### config.mk
export PLATFORM = sky130hd
export DESIGN_NAME = color_nearest_reference_top3_top
export DESIGN_NICKNAME = d
export VERILOG_FILES = /design/src/hw/rtl/cnr3_pkg.sv /design/src/hw/rtl/color_nearest_reference_top3_top.sv
export SDC_FILE = /design/constraint.sdc
export NUM_CORES = 1
export LEC_CHECK = 0
export ABC_AREA = 1
export BUFFER_PORTS_ARGS = -buffer_cell sky130_fd_sc_hd__buf_2
export CORE_ASPECT_RATIO = 0.7
export CORE_MARGIN = 1.5
export CORE_UTILIZATION = 44
export DETAILED_ROUTE_END_ITERATION = 8
export PLACE_DENSITY = 0.68
export SETUP_SLACK_MARGIN = 0.02
export SLEW_MARGIN = 20
export SYNTH_ARGS = -nofsm -noshare
export SYNTH_HDL_FRONTEND = slang
export SYNTH_SLANG_ARGS = --single-unit
### constraint.sdc
create_clock -name clk_i -period 8.3 [get_ports clk_i]
set_input_delay 1.66 -clock clk_i [delete_from_list [all_inputs] [get_ports clk_i]]
set_output_delay 1.66 -clock clk_i [all_outputs]
set_load 0.03 [all_outputs]
### src/hw/rtl/cnr3_pkg.sv
// cnr3_pkg: shared types, constants and the reference colour table for the
// nearest reference colour (top three) classifier.
// No dependencies.
package cnr3_pkg;

  // Field widths fixed by the word layout
  localparam int unsigned ReadingW = 12;
  localparam int unsigned IndexW   = 4;
  localparam int unsigned PctW     = 15;

  // Default parameter values for the top level
  localparam int unsigned SampleBitsDefault = 12;
  localparam int unsigned RefCountDefault   = 12;
  localparam int unsigned TableSize         = 12;

  // Internal arithmetic widths
  localparam int unsigned TotalW    = ReadingW + 2;      // sum of three readings
  localparam int unsigned DividendW = ReadingW + PctW;   // corrected * 25600
  localparam int unsigned DistW     = 32;                // sum of three squares
  localparam int unsigned RefPctW   = 7;                 // table entries, percent

  localparam logic [PctW-1:0] PctScale = PctW'(25600);   // 100 percent in Q7.8

  // Command codes
  localparam logic CmdMeasure = 1'b0;
  localparam logic CmdReset   = 1'b1;

  // Colour component select
  localparam logic [1:0] CompRed   = 2'd0;
  localparam logic [1:0] CompGreen = 2'd1;
  localparam logic [1:0] CompBlue  = 2'd2;

  typedef struct packed {
    logic                command;
    logic [ReadingW-1:0] red_reading;
    logic [ReadingW-1:0] green_reading;
    logic [ReadingW-1:0] blue_reading;
  } in_word_t;

  typedef struct packed {
    logic [IndexW-1:0]   nearest_first;
    logic [IndexW-1:0]   nearest_second;
    logic [IndexW-1:0]   nearest_third;
    logic [ReadingW-1:0] red_corrected;
    logic [ReadingW-1:0] green_corrected;
    logic [ReadingW-1:0] blue_corrected;
    logic [PctW-1:0]     red_percent;
    logic [PctW-1:0]     green_percent;
    logic [PctW-1:0]     blue_percent;
  } out_word_t;

  // Reference colours in whole percent: red, green, blue, yellow, cyan,
  // magenta, orange, pink, purple, white, gray, black.
  function automatic logic [RefPctW-1:0] ref_pct(input logic [IndexW-1:0] idx,
                                                 input logic [1:0]        comp);
    logic [3*RefPctW-1:0] rgb;
    unique case (idx)
      4'd0:    rgb = {7'd100, 7'd0,   7'd0};
      4'd1:    rgb = {7'd0,   7'd100, 7'd0};
      4'd2:    rgb = {7'd0,   7'd0,   7'd100};
      4'd3:    rgb = {7'd50,  7'd50,  7'd0};
      4'd4:    rgb = {7'd0,   7'd50,  7'd50};
      4'd5:    rgb = {7'd50,  7'd0,   7'd50};
      4'd6:    rgb = {7'd70,  7'd30,  7'd0};
      4'd7:    rgb = {7'd70,  7'd20,  7'd10};
      4'd8:    rgb = {7'd40,  7'd0,   7'd60};
      4'd9:    rgb = {7'd33,  7'd33,  7'd33};
      4'd10:   rgb = {7'd33,  7'd33,  7'd33};
      default: rgb = {7'd0,   7'd0,   7'd0};
    endcase
    unique case (comp)
      CompRed:   ref_pct = rgb[3*RefPctW-1:2*RefPctW];
      CompGreen: ref_pct = rgb[2*RefPctW-1:RefPctW];
      default:   ref_pct = rgb[RefPctW-1:0];
    endcase
  endfunction

endpackage

### src/hw/rtl/color_nearest_reference_top3_top.sv
// Measure words are taken one at a time: the input stalls from acceptance
//   until the result word is handed on; reset and calibrate finish in IDLE.
// Each share goes through the shared restoring divider, and each reference
//   through the shared squarer, one component at a time.
// Reset (rst_ni, async, active low): uncalibrated, background zero, no result.
// Depends on cnr3_pkg.
module color_nearest_reference_top3_top #(
  parameter int unsigned SAMPLE_BITS = cnr3_pkg::SampleBitsDefault,  // 8..16
  parameter int unsigned REF_COUNT   = cnr3_pkg::RefCountDefault     // 3..12
) (
  input  logic                clk_i,
  input  logic                rst_ni,
  input  logic                in_valid_i,
  output logic                in_stall_o,
  input  cnr3_pkg::in_word_t  in_data_i,
  output logic                out_valid_o,
  input  logic                out_stall_i,
  output cnr3_pkg::out_word_t out_data_o
);

  localparam int unsigned RW = cnr3_pkg::ReadingW;
  localparam int unsigned PW = cnr3_pkg::PctW;
  localparam int unsigned TW = cnr3_pkg::TotalW;
  localparam int unsigned DW = cnr3_pkg::DistW;
  localparam int unsigned IW = cnr3_pkg::IndexW;

  // Readings are taken modulo 2^SAMPLE_BITS; wider samples leave the 12-bit
  // field untouched.
  localparam logic [RW-1:0] SampleMask =
    (SAMPLE_BITS >= RW) ? {RW{1'b1}} : RW'((32'd1 << SAMPLE_BITS) - 32'd1);
  localparam logic [IW-1:0] LastRef  = IW'(REF_COUNT - 1);
  localparam logic [3:0]    LastStep = 4'(PW - 1);
  localparam logic [DW-1:0] DistMax  = {DW{1'b1}};

  // Sequencer
  //   IDLE : take a word; reset and calibrate finish here
  //   PREP : sum of the corrected readings
  //   DLOAD: load corrected * 25600 for the next share
  //   DIV  : one quotient bit a cycle
  //   DIST : one squared component difference a cycle
  //   RANK : insert the finished distance into the top three
  //   EMIT : hand the result to the output register once it is free
  typedef enum logic [6:0] {
    ST_IDLE  = 7'b0000001,
    ST_PREP  = 7'b0000010,
    ST_DLOAD = 7'b0000100,
    ST_DIV   = 7'b0001000,
    ST_DIST  = 7'b0010000,
    ST_RANK  = 7'b0100000,
    ST_EMIT  = 7'b1000000
  } state_e;

  state_e state_q, state_d;

  logic          cal_q, cal_d;
  logic [RW-1:0] bg_q [3];
  logic [RW-1:0] bg_d [3];

  logic [RW-1:0] corr_q [3];
  logic [RW-1:0] corr_d [3];
  logic [PW-1:0] pct_q  [3];
  logic [PW-1:0] pct_d  [3];
  logic [TW-1:0] total_q, total_d;

  logic [1:0]    comp_q, comp_d;      // share or component in progress
  logic [3:0]    step_q, step_d;      // divider step
  logic [TW-1:0] rem_q, rem_d;        // partial remainder
  logic [PW-1:0] quo_q, quo_d;        // dividend low bits out, quotient bits in

  logic [IW-1:0] ref_q, ref_d;
  logic [DW-1:0] acc_q, acc_d;
  logic [DW-1:0] best_d_q [3];
  logic [DW-1:0] best_d_d [3];
  logic [IW-1:0] best_i_q [3];
  logic [IW-1:0] best_i_d [3];

  logic                out_valid_q, out_valid_d;
  cnr3_pkg::out_word_t out_q, out_d;

  logic                      in_fire;
  logic [RW-1:0]             rd [3];
  logic [cnr3_pkg::DividendW-1:0] dividend;
  logic [TW:0]               trial;
  logic                      trial_ge;
  logic [PW-1:0]             target;
  logic [PW-1:0]             diff;
  logic [2*PW-1:0]           sq;

  assign in_stall_o  = (state_q != ST_IDLE);
  assign in_fire     = in_valid_i && !in_stall_o;
  assign out_valid_o = out_valid_q;
  assign out_data_o  = out_q;

  assign rd[0] = in_data_i.red_reading   & SampleMask;
  assign rd[1] = in_data_i.green_reading & SampleMask;
  assign rd[2] = in_data_i.blue_reading  & SampleMask;

  // Divider datapath: restoring, quotient known to fit in PW bits
  assign dividend = cnr3_pkg::DividendW'(corr_q[comp_q]) *
                    cnr3_pkg::DividendW'(cnr3_pkg::PctScale);
  assign trial    = {rem_q, quo_q[PW-1]};
  assign trial_ge = (trial >= {1'b0, total_q});

  // Distance datapath: the one squarer, fed a component at a time
  assign target = {cnr3_pkg::ref_pct(ref_q, comp_q), 8'd0};
  assign diff   = (pct_q[comp_q] > target) ? (pct_q[comp_q] - target)
                                           : (target - pct_q[comp_q]);
  assign sq     = diff * diff;

  always_comb begin
    state_d     = state_q;
    cal_d       = cal_q;
    bg_d        = bg_q;
    corr_d      = corr_q;
    pct_d       = pct_q;
    total_d     = total_q;
    comp_d      = comp_q;
    step_d      = step_q;
    rem_d       = rem_q;
    quo_d       = quo_q;
    ref_d       = ref_q;
    acc_d       = acc_q;
    best_d_d    = best_d_q;
    best_i_d    = best_i_q;
    out_valid_d = out_valid_q && out_stall_i;
    out_d       = out_q;

    unique case (state_q)
      ST_IDLE: begin
        if (in_fire) begin
          priority if (in_data_i.command == cnr3_pkg::CmdReset) begin
            cal_d = 1'b0;
          end else if (!cal_q) begin
            bg_d  = rd;
            cal_d = 1'b1;
          end else begin
            for (int c = 0; c < 3; c++) begin
              corr_d[c] = (rd[c] > bg_q[c]) ? (rd[c] - bg_q[c]) : '0;
            end
            state_d = ST_PREP;
          end
        end
      end
      ST_PREP: begin
        total_d = TW'(corr_q[0]) + TW'(corr_q[1]) + TW'(corr_q[2]);
        if (total_d == '0) begin
          total_d = TW'(1);  // empty reading: all shares come out zero
        end
        comp_d  = cnr3_pkg::CompRed;
        state_d = ST_DLOAD;
      end
      ST_DLOAD: begin
        rem_d   = TW'(dividend[cnr3_pkg::DividendW-1:PW]);
        quo_d   = dividend[PW-1:0];
        step_d  = '0;
        state_d = ST_DIV;
      end
      ST_DIV: begin
        rem_d  = trial_ge ? TW'(trial - {1'b0, total_q}) : trial[TW-1:0];
        quo_d  = {quo_q[PW-2:0], trial_ge};
        step_d = step_q + 4'd1;
        if (step_q == LastStep) begin
          pct_d[comp_q] = quo_d;
          if (comp_q == cnr3_pkg::CompBlue) begin
            comp_d   = cnr3_pkg::CompRed;
            ref_d    = '0;
            best_d_d = '{DistMax, DistMax, DistMax};
            best_i_d = '{'0, '0, '0};
            state_d  = ST_DIST;
          end else begin
            comp_d  = comp_q + 2'd1;
            state_d = ST_DLOAD;
          end
        end
      end
      ST_DIST: begin
        acc_d = ((comp_q == cnr3_pkg::CompRed) ? '0 : acc_q) + DW'(sq);
        if (comp_q == cnr3_pkg::CompBlue) begin
          comp_d  = cnr3_pkg::CompRed;
          state_d = ST_RANK;
        end else begin
          comp_d = comp_q + 2'd1;
        end
      end
      ST_RANK: begin
        // strict compares keep the lower index ahead on a tie
        priority if (acc_q < best_d_q[0]) begin
          best_d_d = '{acc_q, best_d_q[0], best_d_q[1]};
          best_i_d = '{ref_q, best_i_q[0], best_i_q[1]};
        end else if (acc_q < best_d_q[1]) begin
          best_d_d[2] = best_d_q[1];
          best_i_d[2] = best_i_q[1];
          best_d_d[1] = acc_q;
          best_i_d[1] = ref_q;
        end else if (acc_q < best_d_q[2]) begin
          best_d_d[2] = acc_q;
          best_i_d[2] = ref_q;
        end else begin
          best_d_d = best_d_q;
        end
        if (ref_q == LastRef) begin
          state_d = ST_EMIT;
        end else begin
          ref_d   = ref_q + IW'(1);
          state_d = ST_DIST;
        end
      end
      ST_EMIT: begin
        if (!out_valid_q || !out_stall_i) begin
          out_valid_d           = 1'b1;
          out_d.nearest_first   = best_i_q[0];
          out_d.nearest_second  = best_i_q[1];
          out_d.nearest_third   = best_i_q[2];
          out_d.red_corrected   = corr_q[0];
          out_d.green_corrected = corr_q[1];
          out_d.blue_corrected  = corr_q[2];
          out_d.red_percent     = pct_q[0];
          out_d.green_percent   = pct_q[1];
          out_d.blue_percent    = pct_q[2];
          state_d               = ST_IDLE;
        end
      end
      default: begin
        state_d = ST_IDLE;
      end
    endcase
  end

  // Control state and the stored background
  always_ff @(posedge clk_i or negedge rst_ni) begin
    if (!rst_ni) begin
      state_q     <= ST_IDLE;
      cal_q       <= 1'b0;
      bg_q        <= '{'0, '0, '0};
      out_valid_q <= 1'b0;
      comp_q      <= '0;
      step_q      <= '0;
      ref_q       <= '0;
    end else begin
      state_q     <= state_d;
      cal_q       <= cal_d;
      bg_q        <= bg_d;
      out_valid_q <= out_valid_d;
      comp_q      <= comp_d;
      step_q      <= step_d;
      ref_q       <= ref_d;
    end
  end

  // Datapath registers
  always_ff @(posedge clk_i) begin
    corr_q   <= corr_d;
    pct_q    <= pct_d;
    total_q  <= total_d;
    rem_q    <= rem_d;
    quo_q    <= quo_d;
    acc_q    <= acc_d;
    best_d_q <= best_d_d;
    best_i_q <= best_i_d;
    out_q    <= out_d;
  end

  // Divider remainder stays below a non-zero divisor throughout
  a_div_rem : assert property (@(posedge clk_i) disable iff (!rst_ni)
    state_q == ST_DIV |-> total_q != '0 && rem_q < total_q)
    else $error("divider remainder out of range");

  // Top three kept in distance order while ranking
  a_rank_order : assert property (@(posedge clk_i) disable iff (!rst_ni)
    (state_q == ST_RANK || state_q == ST_EMIT) |->
      best_d_q[0] <= best_d_q[1] && best_d_q[1] <= best_d_q[2])
    else $error("top three out of order");

  // A result word appears only from the emit step
  a_emit_src : assert property (@(posedge clk_i) disable iff (!rst_ni)
    $rose(out_valid_q) |-> $past(state_q == ST_EMIT))
    else $error("result word without emit");

  // Three distinct colours reported
  a_distinct : assert property (@(posedge clk_i) disable iff (!rst_ni)
    out_valid_q |-> out_q.nearest_first != out_q.nearest_second &&
                    out_q.nearest_second != out_q.nearest_third &&
                    out_q.nearest_first != out_q.nearest_third)
    else $error("repeated colour index");

endmodule

* Word-level counts from Yosys, hierarchy flattened *
Memory sizes are Yosys's and may differ from the RTL's.
Index checks and enable logic that the tools add are counted.

storage, ports and cells
  flip-flop bits (word level) = 412
  input bits = 41
  memories kept = 1
  latch bits = 0
  RAM bits = 0
  bits in read-only memories = 336

memory list
  name              words  width  rd ports  clocked after memory_dff  wr ports  RTL line        source
  (name not given)  16     21     1         0                         0         cnr3_pkg.sv:57  unique case (idx)

cells by class
  shift operators = 0
  $lt $le $gt $ge = 10
  add/sub/neg operators = 12
  $mul = 2
  reductions and logical operators = 23
  eq/ne operators = 23
  divide/modulo/power cells = 0
  bitwise operators = 3
  muxes and demuxes = 49

operators with widths
  operator                                        count
  96-bit two-way mux                              3
  96-bit case mux with 2 select lines             1
  32-bit less-than comparator                     3
  32-bit two-way mux                              2
  64-bit two-way mux                              1
  15-bit two-way mux                              4
  7-bit two-way mux                               7
  7-bit case mux with 7 select lines              1
  12-bit two-way mux                              4
  45-bit bitwise mux                              1
  12-bit greater-than comparator                  3
  12-bit subtractor                               3
  32-bit by 30-bit adder with 32-bit output       1
  15-bit binary-select mux with 2-bit select      1
  15-bit demux with 2-bit select                  1
  15-bit by 15-bit multiplier with 30-bit output  1
  15-bit case mux with 2 select lines             1
  15-bit subtractor                               2
  4-bit two-way mux                               7
  14-bit case mux with 2 select lines             1
  12-bit binary-select mux with 2-bit select      1
  12-bit case mux with 2 select lines             1
  4-bit AND reduction                             6
  2-bit inequality test (second input constant)   9
  other kinds (42)                                57

* Depth between registers and ports, before layout *
  word-level depth = 8
  gate-level depth with buffers = 43
  depth with buffers taken out = 41

* Worst setup path before layout *
No wires, ideal clock.

  kind = register -> register
  start point = register comp_q[1]
  end point = register acc_q[28], data pin
  arrival time = 7.773 ns
  data required time = 8.036 ns
  stages on the path, launching flop included = 40
  path slack = 0.264 ns
  period minus slack after synthesis = 8.036 ns
  buffers on the path = 4
  path through = dfrtp_1 -> inv_2 -> buf_6 -> nor2_1 -> clkbuf_1 -> clkbuf_1 -> nand2_1 -> and2_1 -> ha_1 -> buf_2 -> nand2_1 -> o21ai_1 -> nand4_1 -> o211ai_1 -> nand2_4 -> inv_2 -> nor2_1 -> o21ai_0 -> [4 not listed] -> inv_1 -> fa_1 -> inv_1 -> fa_1 -> inv_1 -> fa_1 -> fa_1 -> inv_1 -> fa_1 -> inv_1 -> ha_1 -> nand2_1 -> nor2_1 -> nor3b_1 -> nand4_1 -> nand3_1 -> a31oi_1 -> xor2_1

on the way
  longest elaborated chain between the ends = 8

RTL lines
  what                                                    RTL line                                                                          source
  from (decl)                                             color_nearest_reference_top3_top.sv:65                                            logic [1:0] comp_q, comp_d;
  from (signal assigned)                                  color_nearest_reference_top3_top.sv:244                                           comp_q <= comp_d;
  2-bit NOT with 3-bit output (not written as such)       color_nearest_reference_top3_top.sv:106, color_nearest_reference_top3_top.sv:107
  15-bit binary-select mux with 2-bit select              color_nearest_reference_top3_top.sv:106, color_nearest_reference_top3_top.sv:107
  15-bit two-way mux (not written as such) (2 in series)  color_nearest_reference_top3_top.sv:106, color_nearest_reference_top3_top.sv:107
  15-bit subtractor (tied with other cells)               color_nearest_reference_top3_top.sv:107                                           : (target - pct_q[comp_q]);
  15-bit two-way mux                                      color_nearest_reference_top3_top.sv:106                                           assign diff = (pct_q[comp_q] > target) ? (pct_q[comp_q] - target)
  15-bit by 15-bit multiplier with 30-bit output          color_nearest_reference_top3_top.sv:108                                           assign sq = diff * diff;
  32-bit by 30-bit adder with 32-bit output (*)           color_nearest_reference_top3_top.sv:177                                           acc_d = ((comp_q == cnr3_pkg::CompRed) ? '0 : acc_q) + DW'(sq);
  to (signal assigned)                                    color_nearest_reference_top3_top.sv:257                                           acc_q <= acc_d;
  to (decl)                                               color_nearest_reference_top3_top.sv:71                                            logic [DW-1:0] acc_q, acc_d;

Mark *: on every way between the ends. The rest lies on a longest branch, timed or not. The select of a mux whose other input is x is not followed.
A chain may end at the register's enable or synchronous reset.

* Worst setup path after layout *
  start point = register ref_q[0]
  end point = register acc_q[28], data pin

on the way
  longest elaborated chain between the ends = 6

RTL lines
  what                                                RTL line                                 source
  from (decl)                                         color_nearest_reference_top3_top.sv:70   logic [IW-1:0] ref_q, ref_d;
  from (signal assigned)                              color_nearest_reference_top3_top.sv:246  ref_q <= ref_d;
  memory 16 x 21 bit (*)                              --
  7-bit case mux with 2 select lines (*)              cnr3_pkg.sv:71                           unique case (comp)
  15-bit subtractor (tied with other cells)           color_nearest_reference_top3_top.sv:107
  15-bit two-way mux (*)                              color_nearest_reference_top3_top.sv:106
  15-bit by 15-bit multiplier with 30-bit output (*)  color_nearest_reference_top3_top.sv:108
  32-bit by 30-bit adder with 32-bit output (*)       color_nearest_reference_top3_top.sv:177

Mark *: on every way between the ends. The rest lies on a longest branch, timed or not.

==> metrics.md <==
| Metric | Value |
|---|---|
| Detailed Routing Iterations Pass 1 | 6 |
| Status | finished, final reports clean |
| Most frequent cells in the layout | 634 x inv_1, 494 x nand2_1, 357 x edfxtp_1 |
| Nets@finish | 4113 |
| Unrepaired setup endpoints after global routing | yes |
| Crit path time final | 7.99 ns |
| Final Instance Area | 35800 µm² |
| WHS | 0.418 ns |
| Hold Crit Endpoint | out_data_o[82]$_DFFE_PP_ |
| FILL cells | 6255 |
| Post-synth top flop | edfxtp_1 |
| Worst reg-to-reg path cell count | 35 |
| Initial Util | 0.445 |
| Vias in the first global route | 23130 |
| Port buffer count | 135 |
| Post-synth top area cell | edfxtp_1 |
| Buf/Inv on CP | 7 |
| Area growth from synthesis to layout | 15.2% |
| Post-synth ARST share | 0.133 |
| Hpwl dp | 60.6 mm |
| Final worst slack | 0.311 ns |
| Skew final | 0.0347 ns |
| Crit Path Category | flop to flop |
| Leading post-synthesis cells by cell area | edfxtp_1 34%, ha_1 13%, fa_1 12% |
| Clock slew at reported path FFs | 0.07 ns |
| Initial antenna violation count | 2 |
| Row cnt | 81 |
| Grt ovf | 0 |
| Worst Max-Slew Pin Slew | 0.964 ns |
| Slew headroom | 0.356 |
| Die ar. | 72300 µm² |
| DP Area | 33400 µm² |
| Synthesized instance count | 3335 |
| Wire per inst | 17.6 µm |
| Worst r2r src | ref_q[0]$_DFFE_PN0P_ |
| Data required, critical path | 8.65 ns |
| Fin. max-slew vios | 0 |
| Maxcap violations | 0 |
| Levels on crit path | 35 |
| Commonest non-fill, non-tap cell in the layout | inv_1 |
| Register area | 12100 µm² |
| Most frequent cell on the critical path | fa_1 |
| H-tree levels | 2 |
| Final Cycle Share | 0.963 |
| CTS Buffer Depth | 3 |
| Detailed Route WL | 79.5 mm |
| Routability Congestion | 0.959 |
| Final setup fails | 0 |
| Post-CTS Hold Fix Bufs | 0 |
| Remaining antenna violation count | 0 |
| Layout cells sized above 1 | 0.154 |
| Largest net degree at the start of global routing | 70 |
| Die width | 321 µm |
| Global-route wire length before repair | 126 mm |
| Synth Register Bits | 412 |
| Gr usage total | 0.222 |
| Synth top area share | 0.345 |
| I/O pins | 136 |
| CORE AREA | 69800 µm² |
| Drc violations | 0 |
| Delay-heaviest family, CP | adder cells |
| Hold Path Origin | best_i_q[1]$_SDFFCE_PP0P_ |
| Syn_area_per_cell | 9.32 µm² |
| Fin util | 0.513 |
| Worst-path maximum fanout | 5 |
| Setup slack at placement | -0.0978 ns |
| WHS Path Cells | 0 |
| TritonCTS clock tree | done |
| TritonCTS buffer count | 44 |
| Post-synth EDFFs | 357 |
| DIE HEIGHT | 225 µm |
| Multi-input gate area | 16800 µm² |
| Yosys warns | 0 |
| CTS Root Cell | clkbuf_16 |
| Worst r2r dst | acc_q[28]$_DFFE_PP_ |
| Clock sinks | 412 |
| Hold Crit Class | flop to flop |
| Vias per cell | 5.23 |
| CP Launch Type | flop |
| Post-Synthesis Cell Area | 31100 µm² |
| Worst path max stage delay | 0.56 ns |
| Seq/Total Area, Yosys | 0.389 |
| Final Hold Viols | 0 |
| Crit-path slowest cell | fa_1 |
| Reg2reg setup slack | 0.31 ns |
| Vias | 23643 |
| Insertion delay to the later sink of the worst-skew pair | 0.60 ns |
| Netlist cell types | 64 |
| Synthesized Nets | 3881 |
| Initial DRC count | 2213 |
| WP data arrival | 8.34 ns |
| Setup crit end kind | flop |
| Fmax achieved | 125 MHz |
synth_stat cells, types with 6 or more instances:
| cell type | instances |
|---|---|
| inv_1 | 638 |
| nand2_1 | 518 |
| edfxtp_1 | 357 |
| ha_1 | 312 |
| nor2_1 | 303 |
| a21oi_1 | 210 |
| fa_1 | 193 |
| nand3_1 | 187 |
| o21ai_0 | 130 |
| xor2_1 | 56 |
| dfrtp_1 | 54 |
| clkbuf_1 | 49 |
| mux2_2 | 30 |
| inv_2 | 24 |
| xnor2_1 | 23 |
| nand4_1 | 22 |
| nor3_1 | 20 |
| nor2_2 | 15 |
| o21a_1 | 15 |
| a22oi_1 | 11 |
| a31oi_1 | 11 |
| o21bai_1 | 11 |
| or2_2 | 11 |
| nor3b_1 | 10 |
| o211ai_1 | 10 |
| and2_1 | 9 |
| buf_2 | 9 |
| nor4_1 | 9 |
| a21o_1 | 7 |
| buf_1 | 7 |
| nand2_2 | 7 |
| a211oi_1 | 6 |
| buf_6 | 6 |
| nor2_4 | 6 |
metal layers:
layer	vias up	GRT usage	part of all wire
li1	11350	-	-
met1	11313	0.340	0.48
met2	898	0.319	0.41
met3	82	0.0465	0.095
met4	0	0.0443	0.015
met5	-	0.0108	0
per-stage QoR:
stage | TNS (ns) | cells
after floorplan | 0 | 3335
after global placement | 0 | 4407
after detailed placement | -0.212 | 4407
after CTS | 0 | 4492
after global routing | -0.159 | 4518
final | 0 | 4518
repair_timing:
action | 4_1_cts | 5_1_grt
gates cloned | 0 | 2
pin swaps | 0 | 32
resized for setup | 9 | 148
setup buffers | 3 | 21
setup endpoints to repair | 5 | 22
endpoints found under the hold margin | 0 | 0
area by class of cell:
cell class                 instances  share of cell area
sequential                       412               0.338
antenna                            2            0.000140
timing repair buffer             258              0.0468
inverter                         663              0.0702
clock buffer                      51              0.0326
multi-input combinational       2188               0.468
clock inverter                    31              0.0121
tap                              913              0.0319
flip-flops by register name (all words and copies together), names as in the netlist, 15 cells and up:
register    flops
pct_q          45
out_data_o     93
acc_q          32
corr_q         36
best_d_q       96
quo_q          15
bg_q           36
logic make-up after synthesis:
group / after synthesis / synth area share
compound gates: 440 / 0.0795
fa+ha+maj: 505 / 0.250
simple gates: 1130 / 0.156
buf+inv: 737 / 0.0913
xor+xnor: 81 / 0.0233
flops: 412 / 0.389
mux: 30 / 0.0109
worst max-delay path by stage:
stage                                from  slack, ns             endpoint
floorplan           comp_q[1]$_DFFE_PN0P_       0.26  acc_q[28]$_DFFE_PP_
global placement     ref_q[1]$_DFFE_PN0P_      0.003  acc_q[27]$_DFFE_PP_
detailed placement   ref_q[0]$_DFFE_PN0P_       -0.1  acc_q[28]$_DFFE_PP_
CTS                 comp_q[1]$_DFFE_PN0P_      0.003  acc_q[28]$_DFFE_PP_
global route         ref_q[0]$_DFFE_PN0P_      -0.04  acc_q[30]$_DFFE_PP_
finish               ref_q[0]$_DFFE_PN0P_       0.31  acc_q[28]$_DFFE_PP_
Power is not shown: default switching activity piles up to over one toggle a cycle in this logic, so the estimate is an artifact.
